[config.mk]
export PLATFORM = sky130hd
export DESIGN_NAME = ias_cell
export DESIGN_NICKNAME = d
export VERILOG_FILES = /design/src/rtl/ias_pkg.sv /design/src/rtl/ias_cell.sv
export SDC_FILE = /design/constraint.sdc
export NUM_CORES = 1
export LEC_CHECK = 0
export ABC_CLOCK_PERIOD_IN_PS = 3600
export BUFFER_PORTS_ARGS = -buffer_cell sky130_fd_sc_hd__buf_2
export CELL_PAD_IN_SITES_DETAIL_PLACEMENT = 0
export CELL_PAD_IN_SITES_GLOBAL_PLACEMENT = 1
export CORE_MARGIN = 10
export CORE_UTILIZATION = 34
export CTS_BUF_LIST = sky130_fd_sc_hd__clkbuf_4 sky130_fd_sc_hd__clkbuf_8 sky130_fd_sc_hd__clkbuf_16
export CTS_CLUSTER_DIAMETER = 80
export DETAILED_ROUTE_END_ITERATION = 7
export HOLD_SLACK_MARGIN = 0.08
export PLACE_DENSITY = 0.9
export SETUP_SLACK_MARGIN = 0.1
export SYNTH_ARGS = -nofsm -noshare
export SYNTH_HDL_FRONTEND = slang
export SYNTH_SLANG_ARGS = --single-unit
export TNS_END_PERCENT = 30
[constraint.sdc]
create_clock -name clk -period 3.6 [get_ports clk]
set_clock_uncertainty 0.05 [all_clocks]
set_input_delay 0.72 -clock clk [delete_from_list [all_inputs] [get_ports clk]]
set_output_delay 0.72 -clock clk [all_outputs]
set_load 0.01 [all_outputs]
[src/rtl/ias_pkg.sv]
// Package of the integer array sorter: sizes, payload types and cell control types.
package ias_pkg;

	localparam int DEPTH = 64;
	localparam int CNT_W = $clog2(DEPTH + 1);

	typedef struct packed {
		logic signed [31:0] value;
		logic               last;
	} item_t;

	typedef struct packed {
		logic signed [31:0] value_res;
		logic               last_res;
		logic               dropped;
	} res_t;

	typedef struct packed {
		logic               valid;
		logic signed [31:0] value;
	} cell_data_t;

	typedef struct packed {
		logic insert;
		logic shift;
	} cell_ctrl_t;

endpackage

[src/rtl/ias_cell.sv]
// One cell of the sorting chain: holds one value and trades it with its neighbors.
module ias_cell
	import ias_pkg::*;
(
	input  logic               clk,
	input  logic               arst_n,
	input  cell_ctrl_t         ctrl,
	input  logic signed [31:0] new_value,
	input  cell_data_t         prev,
	input  logic               prev_greater,
	input  cell_data_t         next,
	output cell_data_t         cur,
	output logic               greater
);

	logic               valid_q;
	logic signed [31:0] value_q;
	logic               take_prev;
	logic               take_new;
	logic               take_next;

	// An empty cell counts as larger than any value.
	assign greater   = !valid_q || (value_q > new_value);
	assign take_prev = ctrl.insert && greater && prev_greater;
	assign take_new  = ctrl.insert && greater && !prev_greater;
	assign take_next = ctrl.shift;

	always_ff @(posedge clk or negedge arst_n) begin
		if (!arst_n) begin
			valid_q <= 1'b0;
		end else if (take_prev) begin
			valid_q <= prev.valid;
		end else if (take_new) begin
			valid_q <= 1'b1;
		end else if (take_next) begin
			valid_q <= next.valid;
		end
	end

	always_ff @(posedge clk) begin
		if (take_prev) begin
			value_q <= prev.value;
		end else if (take_new) begin
			value_q <= new_value;
		end else if (take_next) begin
			value_q <= next.value;
		end
	end

	assign cur.valid = valid_q;
	assign cur.value = value_q;

endmodule

==> impl_results.md, run 1 <==
- Final clock period utilization by the worst path: 94.8%
- Router iterations before antenna repair: 4
- Post-detailed-routing wire length: 7820 µm
- Status: complete, no violations
- Most common library cell in the layout ignoring fill and taps: buf_2
- Worst Path Arrival: 2.64 ns
- Number of antenna violations at the first check in global routing: 0
- DP HPWL: 6650 µm
- Share of post-route cells with drive strength above 1: 48.0%
- Slowest stage delay, CP: 0.60 ns
- Met2 WL post-DR: 3630 µm
- Cell family with the largest share of critical-path delay: simple AND/OR/NAND/NOR gates
- Leading cell types in the layout, fill and taps excluded: 136 x buf_2, 40 x nand2_1, 36 x o21ai_0
- Die Wd: 109 µm
- Required time of the critical path: 2.83 ns
- Initial drt markers: 82
- Total of max-cap violations: 0
- Die H: 109 µm
- Fillers: 773
- Portion of netlist area occupied by mux cells: 18.3%
- Crit path launch type: input pin
- Synth-to-Final Area Change: 34.7%
- Max Slew Vio Count: 0
- Post-detailed-route count of antenna-violating nets: 0
- PwrDens: 603 nW/µm²
- Standard-cell row count: 32
- Number of buffers inserted for hold repair after clock tree synthesis: 0
- Cell type with the highest occurrence count on the critical path: buf_2
- Per-cell routed wire length: 15.3 µm
- Top flip-flop cell by instance count after synthesis: edfxtp_1
- Share of synthesized registers carrying an async set or reset: 3.03%
- Transition time at the pin with the least slew margin: 0.922 ns
- Post-Synthesis Cells: 268
- Netlist area before placement: 2720 µm²
- Multi-input gate area: 1570 µm²
- Post-layout power: 2.21 mW
- Clock period minus worst slack: 3.41 ns
- Syn nets: 403
- Setup slack, reg-to-reg: 0.53 ns
- Seq/Total Area, Yosys: 36.3%
- Number of distinct library cells after synthesis: 32
- Total congestion overflow: 0
- Met3 wire length: 797 µm
- Num CTS Buffers: 5
- Total routing resource utilization after global routing: 12.7%
- Relative max-transition margin: 38.6%
- Vias/cell: 4.76
- Proportion of power drawn by flip-flops and latches: 32.7%
- Root buffer cell: clkbuf_8
- Final layout net count: 544
- Longest Clk Path Bufs: 2
- Number of placed I/O pins: 137
- Critical path capture point type: output port
- Sum of negative setup slack: 0 ns
- Starting Density: 35.0%
- Core Region: 7770 µm²
- P_sw: 806 µW
- Final setup viols: 0
- CTS HTree Levels: 2
- Vias in the first global route: 2577
- Bufs and invs on worst path: 3
- Combinational family with the most area after synthesis: multiplexers
- Category of the most critical setup path: input pin to output port
- Vias post-DR: 2437
- Clock transition at the registers of the reported paths: 0.07 ns
- Global-route wire length before repair: 12300 µm
- Post-synthesis simple-gate area fraction: 10.8%
- Clock tree from TritonCTS: done
- DRC violations left: 0
- Number of antenna cells inserted: 0
- YS warnings: 0
- Area of the die: 12000 µm²
- Wire length on met1: 3330 µm
- Master of the slowest instance on the critical path: or4_4
- Gate power share: 53.4%
- Cell-by-cell listing of the critical path: buf_2 -> inv_1 -> ha_1 -> nand4_1 -> or4_4 -> a21oi_2 -> nor3_2 -> o21a_1 -> a21bo_2 -> buf_2
- Tightest Hold Check Type: input pin to asynchronous set/reset pin
- Synthesized flop and latch total: 33
- Hold Fails Final Rpt: 0
- Achievable frequency: 293 MHz
- Unrepaired setup endpoints after global routing: no
- Clk Latency, worst-skew pair: 0.28 ns
- Storage element area: 986 µm²
- Compound-cell area share of the yosys netlist: 12.5%
- Highest ir drop seen on vdd: 0.000232 V
- Proportion of power drawn by the clock network: 13.8%
- Mean instance size in the synthesized netlist: 10.1 µm²
- Switching Share: 36.5%
- # clock sinks: 33
- EDFF count, synth: 32
- Port Buf Inserts: 136
- Largest net degree at the start of global routing: 65
- Xor and xnor fraction of the mapped netlist area: 0%
- Leakage Power: 1.90 nW
- Weighted congestion reported at the end of routability-driven placement: 0.824
- Internal Dissipation: 1.40 mW
- Critical-path maximum fanout: 3
- DR top layer: met4
- Post-Synth Adder-Cell Area: 14.7%
## metrics by stage
step	utilization (%)	instances	hold WS [ns]	area (µm²)	setup slack, ns
2_1_floorplan	-	268	0.374	2720	0.191
3_3_place_gp	45.3	502	0.452	3520	0.115
3_5_place_dp	45.3	502	0.457	3520	0.116
4_1_cts	46.6	510	0.148	3620	0.105
5_1_grt	47.1	512	0.137	3660	0.0928
6_report	47.1	512	0.156	3660	0.188
## routing by layer
| layer | up-vias | GRT usage (%) |
|---|---|---|
| met2 | 97 | 21.1 |
| met5 | - | 0 |
| met1 | 1098 | 15.4 |
| met4 | 0 | 2.51 |
| met3 | 5 | 4.97 |
| li1 | 1237 | - |
## flip-flops by register name, indices dropped and copies added (netlist names)
register / cells
value_q: 32
valid_q: 1
## kinds of logic after synthesis
kind of cell             count (synthesis)
AND/OR/NAND/NOR                         62
AO/OA/AOI/OAI                           60
buffers and inverters                   46
multiplexers                            35
flip-flops                              33
adder cells (fa/ha/maj)                 32
## worst paths after layout
path	start	end	cells past startpoint
hold reg to reg	valid_q	valid_q	2
setup reg to reg	value_q[30]	value_q[8]	9
min in group clk	valid_q	valid_q	2
setup / recovery	new_value[30]	greater	10
hold / removal	arst_n	valid_q	1
max in group asynchronous	arst_n	valid_q	1
## synthesized netlist by cell type (4+ instances only)
| library cell | instances | area, µm² |
|---|---|---|
| edfxtp_1 | 32 | 961 |
| mux2_2 | 5 | 56.3 |
| nand2_1 | 40 | 150 |
| nand4_1 | 8 | 50.1 |
| a21oi_1 | 16 | 80.1 |
| o21ai_0 | 36 | 180 |
| clkbuf_1 | 4 | 15.0 |
| mux2_4 | 28 | 420 |
| ha_1 | 32 | 400 |
| inv_1 | 35 | 131 |
## final cells by class
class                      instances  share of cell area [%]
clock buffer                       8                    2.67
multi-input combinational        189                    42.9
tap                              102                    3.49
sequential                        33                    26.9
inverter                          35                    3.59
timing repair buffer             145                    20.4
## timing repair
action / CTS / global route
setup endpoints to repair: 0 / 1
buffers inserted: 0 / 2
gates resized for setup: 0 / 5
## power by group through the flow
stage | Sequential [mW] | Combinational, mW | Clock (mW)
final | 0.722 | 1.18 | 0.305
after global routing | 0.742 | 1.32 | 0.332
after CTS | 0.724 | 1.17 | 0.313
after detailed placement | 0.731 | 1.17 | 0
after global placement | 0.723 | 1.15 | 0
after floorplan | 0.791 | 0.713 | 0
## worst register-to-register path, cell delays in order, from the launching register on
cell,delay (ns)
edfxtp_1,0.41
ha_1,0.34
nand4_1,0.14
or4_4,0.61
nand2b_4,0.17
and3_2,0.22
o21ai_0,0.13
o311ai_4,0.18
buf_4,0.26
mux2_4,0.33
Note: power is estimated with default switching activity, not from simulation.
==> inputs of run 2 (changes only) <==
==> constraint.sdc (replaced) <==
create_clock -name clk -period 3.6 [get_ports clk]
set_clock_uncertainty 0.05 [all_clocks]
set_input_delay 0.9 -clock clk [delete_from_list [all_inputs] [get_ports clk]]
set_output_delay 0.9 -clock clk [all_outputs]
set_load 0.01 [all_outputs]
==> run 2 against run 1 <==
Compared with the run above: the flow now finishes with violations (negative setup slack); hold slack better by 0.16 ns; largest cell class unchanged; final area up 8.5%; combinational power up 14%; fmax down 10%; sequential power up 3.2%; sequential share of layout area down 2.1 points; non-clock buffer count up 16.
==> impl_results.md, run 2 (same netlist as run 1, synthesis figures left out) <==
- Hold Fails Final Rpt: 0
- Status: finished with violations
- Leakage Power: 1.97 nW
- Vias/cell: 4.64
- Fillers: 751
- Critical-path maximum fanout: 3
- Crit path launch type: input pin
- Unrepaired setup endpoints after global routing: yes
- Post-Layout Cell Count: 528
- Worst Path Arrival: 2.85 ns
- Synth-to-Final Area Change: 46.2%
- Weighted congestion reported at the end of routability-driven placement: 0.800
- Placed instance area: 3650 µm²
- Master of the slowest instance on the critical path: or4_4
- Transition time at the pin with the least slew margin: 0.620 ns
- Required time of the critical path: 2.65 ns
- Number of buffers inserted for hold repair after clock tree synthesis: 0
- Relative max-transition margin: 58.7%
- Standard-cell row count: 32
- Die H: 109 µm
- PwrDens: 596 nW/µm²
- Tightest Hold Check Type: input pin to asynchronous set/reset pin
- Global-route wire length before repair: 13000 µm
- WP depth: 10
- Core Region: 7770 µm²
- Total congestion overflow: 0
- Longest Clk Path Bufs: 2
- # clock sinks: 33
- Max Slew Vio Count: 0
- Number of antenna cells inserted: 0
- Clk Latency, worst-skew pair: 0.29 ns
- Number of antenna violations at the first check in global routing: 0
- Clock tree from TritonCTS: done
- Failing checks: negative setup slack
- Final layout net count: 560
- Storage element area: 986 µm²
- Number of instances in the placed design: 516
- Area of the die: 12000 µm²
- Multi-input gate area: 1730 µm²
- Total routing resource utilization after global routing: 13.6%
- Most common library cell in the layout ignoring fill and taps: buf_2
- Post-detailed-route count of antenna-violating nets: 0
- Bufs and invs on worst path: 3
- Post-layout power: 2.37 mW
- Cell family with the largest share of critical-path delay: simple AND/OR/NAND/NOR gates
- CTS HTree Levels: 2
- Port Buf Inserts: 136
- Router iterations before antenna repair: 4
- Clock transition at the registers of the reported paths: 0.07 ns
- Largest net degree at the start of global routing: 39
- Worst slack on hold paths: 0.320 ns
- Initial drt markers: 66
- FF-to-FF path depth: 9
- Starting Density: 35.0%
- Highest ir drop seen on vdd: 0.000331 V
- Final setup viols: 1
- DRC violations left: 0
- Clock period minus worst slack: 3.80 ns
- Max reg flops: 32
- Leading cell types in the layout, fill and taps excluded: 131 x buf_2, 40 x nand2_1, 34 x o21ai_0
- Category of the most critical setup path: input pin to output port
- Vias post-DR: 2452
- Final clock period utilization by the worst path: 105%
- Root buffer cell: clkbuf_8
- Achievable frequency: 263 MHz
- Per-cell routed wire length: 16.1 µm
- Slowest stage delay, CP: 0.59 ns
- Number of placed I/O pins: 137
- Largest register by flop count: value_q
- Die Wd: 109 µm
- Core occupancy in the finished layout: 51.1%
- Cell-by-cell listing of the critical path: buf_2 -> inv_2 -> ha_4 -> nand4_1 -> or4_4 -> nor3_4 -> nor3_2 -> o21a_1 -> a21bo_2 -> buf_6
- Num CTS Buffers: 5
- DP HPWL: 6810 µm
- Post-detailed-routing wire length: 8500 µm
- Worst Slack Setup Final: -0.196 ns
- Vias in the first global route: 2572
- Critical path capture point type: output port
- Total of max-cap violations: 0
- Share of post-route cells with drive strength above 1: 54.9%
- Top Registers: value_q (32), valid_q (1)
- Final Instance Area: 3970 µm²
[run 2: cell count changes in the layout (fill, tap and decap cells not counted), sizes merged]
| cell | previous run | this run |
|---|---|---|
| buf | 145 | 161 |
| clkbuf | 8 | 5 |
| clkinv | 0 | 3 |
[run 2: timing repair]
action,CTS,global route
pin swaps,1,18
gates resized for setup,5,34
setup buffers,1,3
endpoints found under the setup margin,1,1
[run 2: power by group]
part	internal, mW	leakage (nW)	switching, mW
registers	0.637	0.336	0.108
logic	0.711	1.59	0.637
clock network	0.130	0.0430	0.145
[run 2: stage by stage]
step | worst slack [ns] | TNS [ns]
floorplan | 0.108 | 0
global placement | -0.170 | -0.620
detailed placement | -0.248 | -2.15
CTS | -0.153 | -0.153
global route | -0.269 | -0.269
finish | -0.196 | -0.196
[run 2: final cells by class]
class / instances / share of cell area (%)
multi-input cells: 189 / 43.5
well taps: 102 / 3.21
repair buffers: 161 / 23.0
clock inverters: 3 / 0.315
inverters: 35 / 3.50
flip-flops and latches: 33 / 24.8
clock buffers: 5 / 1.73
[run 2: final timing paths]
| path | start | end | slack, ns |
|---|---|---|---|
| worst max-delay path | new_value[18] | greater | -0.20 |
| worst min-delay path | arst_n | valid_q | 0.32 |
| worst max register to register | value_q[31] | value_q[18] | 0.57 |
| worst min register to register | valid_q | valid_q | 0.63 |
| max in group asynchronous | arst_n | valid_q | 3.10 |
| min in group clk | valid_q | valid_q | 0.63 |
[run 2: layer usage]
| layer | share of wire (%) | vias up | global-route usage [%] |
|---|---|---|---|
| met1 | 39 | 1111 | 15.3 |
| met4 | 1.0 | 0 | 4.09 |
| li1 | - | 1272 | - |
| met5 | 0 | - | 0 |
| met3 | 6.6 | 5 | 3.34 |
| met2 | 54 | 64 | 24.7 |
==> inputs of run 3 (changes only) <==
--- a/config.mk
+++ b/config.mk
@@ -5,17 +5,18 @@
 export SDC_FILE = /design/constraint.sdc
 export NUM_CORES = 1
 export LEC_CHECK = 0
-export ABC_CLOCK_PERIOD_IN_PS = 3600
+export ABC_CLOCK_PERIOD_IN_PS = 4500
 export BUFFER_PORTS_ARGS = -buffer_cell sky130_fd_sc_hd__buf_2
+export CAP_MARGIN = 20
 export CELL_PAD_IN_SITES_DETAIL_PLACEMENT = 0
 export CELL_PAD_IN_SITES_GLOBAL_PLACEMENT = 1
 export CORE_MARGIN = 10
-export CORE_UTILIZATION = 34
+export CORE_UTILIZATION = 36
 export CTS_BUF_LIST = sky130_fd_sc_hd__clkbuf_4 sky130_fd_sc_hd__clkbuf_8 sky130_fd_sc_hd__clkbuf_16
 export CTS_CLUSTER_DIAMETER = 80
 export DETAILED_ROUTE_END_ITERATION = 7
 export HOLD_SLACK_MARGIN = 0.08
-export PLACE_DENSITY = 0.9
+export PLACE_DENSITY = 0.94
 export SETUP_SLACK_MARGIN = 0.1
 export SYNTH_ARGS = -nofsm -noshare
 export SYNTH_HDL_FRONTEND = slang
==> constraint.sdc (replaced) <==
create_clock -name clk -period 4.5 [get_ports clk]
set_clock_uncertainty 0.05 [all_clocks]
set_input_delay 1.125 -clock clk [delete_from_list [all_inputs] [get_ports clk]]
set_output_delay 1.125 -clock clk [all_outputs]
set_load 0.01 [all_outputs]
==> run 3 against run 2 <==
Compared with the run above: the run now ends clean; critical path type unchanged; count of clock-buffer cells in the layout rose by 1; combinational power is 33% lower; via count fell by 3.5%; highest routed layer unchanged; global-route usage shrank 0.66 points; cell count decreased by 4.4%; first-iteration DRC count unchanged; clock power shrank 19%; critical path depth stayed put.
==> impl_results.md, run 3 (same netlist as run 1, synthesis figures left out) <==
- Per-cell routed wire length: 15.2 µm
- Cell type with the highest occurrence count on the critical path: buf_2
- Standard-cell row count: 31
- Clk Latency, worst-skew pair: 0.28 ns
- Core Region: 7290 µm²
- Cell family with the largest share of critical-path delay: simple AND/OR/NAND/NOR gates
- Slowest stage delay, CP: 0.60 ns
- Final setup viols: 0
- Synth-to-Final Area Change: 32.6%
- Worst Slack Setup Final: 0.232 ns
- Num CTS Buffers: 5
- Total congestion overflow: 0
- Top Registers: value_q (32), valid_q (1)
- Total of max-cap violations: 0
- Achievable frequency: 234 MHz
- Required time of the critical path: 3.32 ns
- Cell-by-cell listing of the critical path: buf_2 -> inv_1 -> ha_1 -> nand4_1 -> or4_4 -> a21oi_1 -> nor3_1 -> o21a_1 -> a21bo_2 -> buf_2
- DP HPWL: 6320 µm
- Crit path launch type: input pin
- Setup slack, reg-to-reg: 1.25 ns
- Initial drt markers: 66
- Master of the slowest instance on the critical path: or4_4
- Critical path capture point type: output port
- Highest ir drop seen on vdd: 0.000270 V
- Status: complete, no violations
- Worst slack on hold paths: 0.545 ns
- Relative max-transition margin: 46.8%
- Total routing resource utilization after global routing: 12.9%
- CTS HTree Levels: 2
- Root buffer cell: clkbuf_8
- Vias in the first global route: 2643
- Leakage Power: 1.87 nW
- Hold Fails Final Rpt: 0
- Die Wd: 107 µm
- Die H: 107 µm
- Clock period minus worst slack: 4.27 ns
- Number of antenna violations at the first check in global routing: 0
- Weighted congestion reported at the end of routability-driven placement: 0.842
- Max reg flops: 32
- Category of the most critical setup path: input pin to output port
- # clock sinks: 33
- Clock tree from TritonCTS: done
- Placed instance area: 3490 µm²
- PwrDens: 474 nW/µm²
- Final clock period utilization by the worst path: 94.8%
- Number of buffers inserted for hold repair after clock tree synthesis: 0
- Transition time at the pin with the least slew margin: 0.797 ns
- Post-Layout Cell Count: 505
- Number of antenna cells inserted: 0
- Number of placed I/O pins: 137
- Largest net degree at the start of global routing: 37
- Clock transition at the registers of the reported paths: 0.07 ns
- Unrepaired setup endpoints after global routing: no
- Core occupancy in the finished layout: 49.4%
- Fillers: 748
- Vias/cell: 4.69
- Largest register by flop count: value_q
- Post-layout power: 1.71 mW
- Final layout net count: 540
- Most common library cell in the layout ignoring fill and taps: buf_2
- Post-detailed-route count of antenna-violating nets: 0
- Worst Path Arrival: 3.09 ns
- Tightest Hold Check Type: input pin to asynchronous set/reset pin
- Critical-path maximum fanout: 3
- Router iterations before antenna repair: 4
- Area of the die: 11400 µm²
- Share of post-route cells with drive strength above 1: 47.0%
- DRC violations left: 0
- Worst setup timing slack at the placement stage: 0.191 ns
- Bufs and invs on worst path: 3
- Sum of negative setup slack: 0 ns
- Leading cell types in the layout, fill and taps excluded: 136 x buf_2, 40 x nand2_1, 36 x o21ai_0
- Number of instances in the placed design: 496
- Final Instance Area: 3600 µm²
- Vias post-DR: 2367
- Port Buf Inserts: 136
- Starting Density: 37.3%
- Global-route wire length before repair: 12200 µm
- Max Slew Vio Count: 0
- Post-detailed-routing wire length: 7690 µm
- Longest Clk Path Bufs: 2
-- run 3: final timing paths --
kind                                    end  cells past startpoint           from
worst max register to register  value_q[31]                      8    value_q[30]
worst min-delay path                valid_q                      1         arst_n
min in group clk                    valid_q                      2        valid_q
worst max-delay path                greater                     10  new_value[30]
max in group asynchronous           valid_q                      1         arst_n
worst min register to register      valid_q                      2        valid_q
-- run 3: routing by layer --
metal | vias up | wire length [µm] | track usage, % | share of wire (%)
met5 | - | 0 | 0 | 0
met3 | 5 | 706 | 5.63 | 9.2
li1 | 1229 | - | - | -
met4 | 0 | 42 | 2.61 | 0.55
met1 | 1041 | 3450 | 15.4 | 45
met2 | 92 | 3490 | 21.2 | 45
-- run 3: final cells by class --
| type | instances | area (µm²) | share of cell area (%) |
|---|---|---|---|
| clock buffer | 6 | 76.3 | 2.12 |
| clock inverter | 2 | 10.0 | 0.278 |
| inverter | 35 | 131 | 3.64 |
| multi-input combinational | 189 | 1560 | 43.2 |
| sequential | 33 | 986 | 27.4 |
| tap | 99 | 124 | 3.44 |
| timing repair buffer | 141 | 718 | 19.9 |
-- run 3: power by group --
group | switching (mW) | internal, mW
clock network | 0.110 | 0.113
registers | 0.0660 | 0.509
logic | 0.465 | 0.446
total | 0.641 | 1.07
-- run 3: worst reg2reg max path, cell delays in order, from the launching register on --
cell,delay (ns)
edfxtp_1,0.40
ha_1,0.33
nand4_1,0.17
or4_4,0.61
a21oi_1,0.17
o21ai_0,0.17
o311ai_4,0.12
buf_4,0.57
mux2_2,0.42
-- run 3: repair_timing --
action	4_1_cts	5_1_grt
gates resized for setup	0	3
setup buffers	0	1
endpoints found under the setup margin	0	1
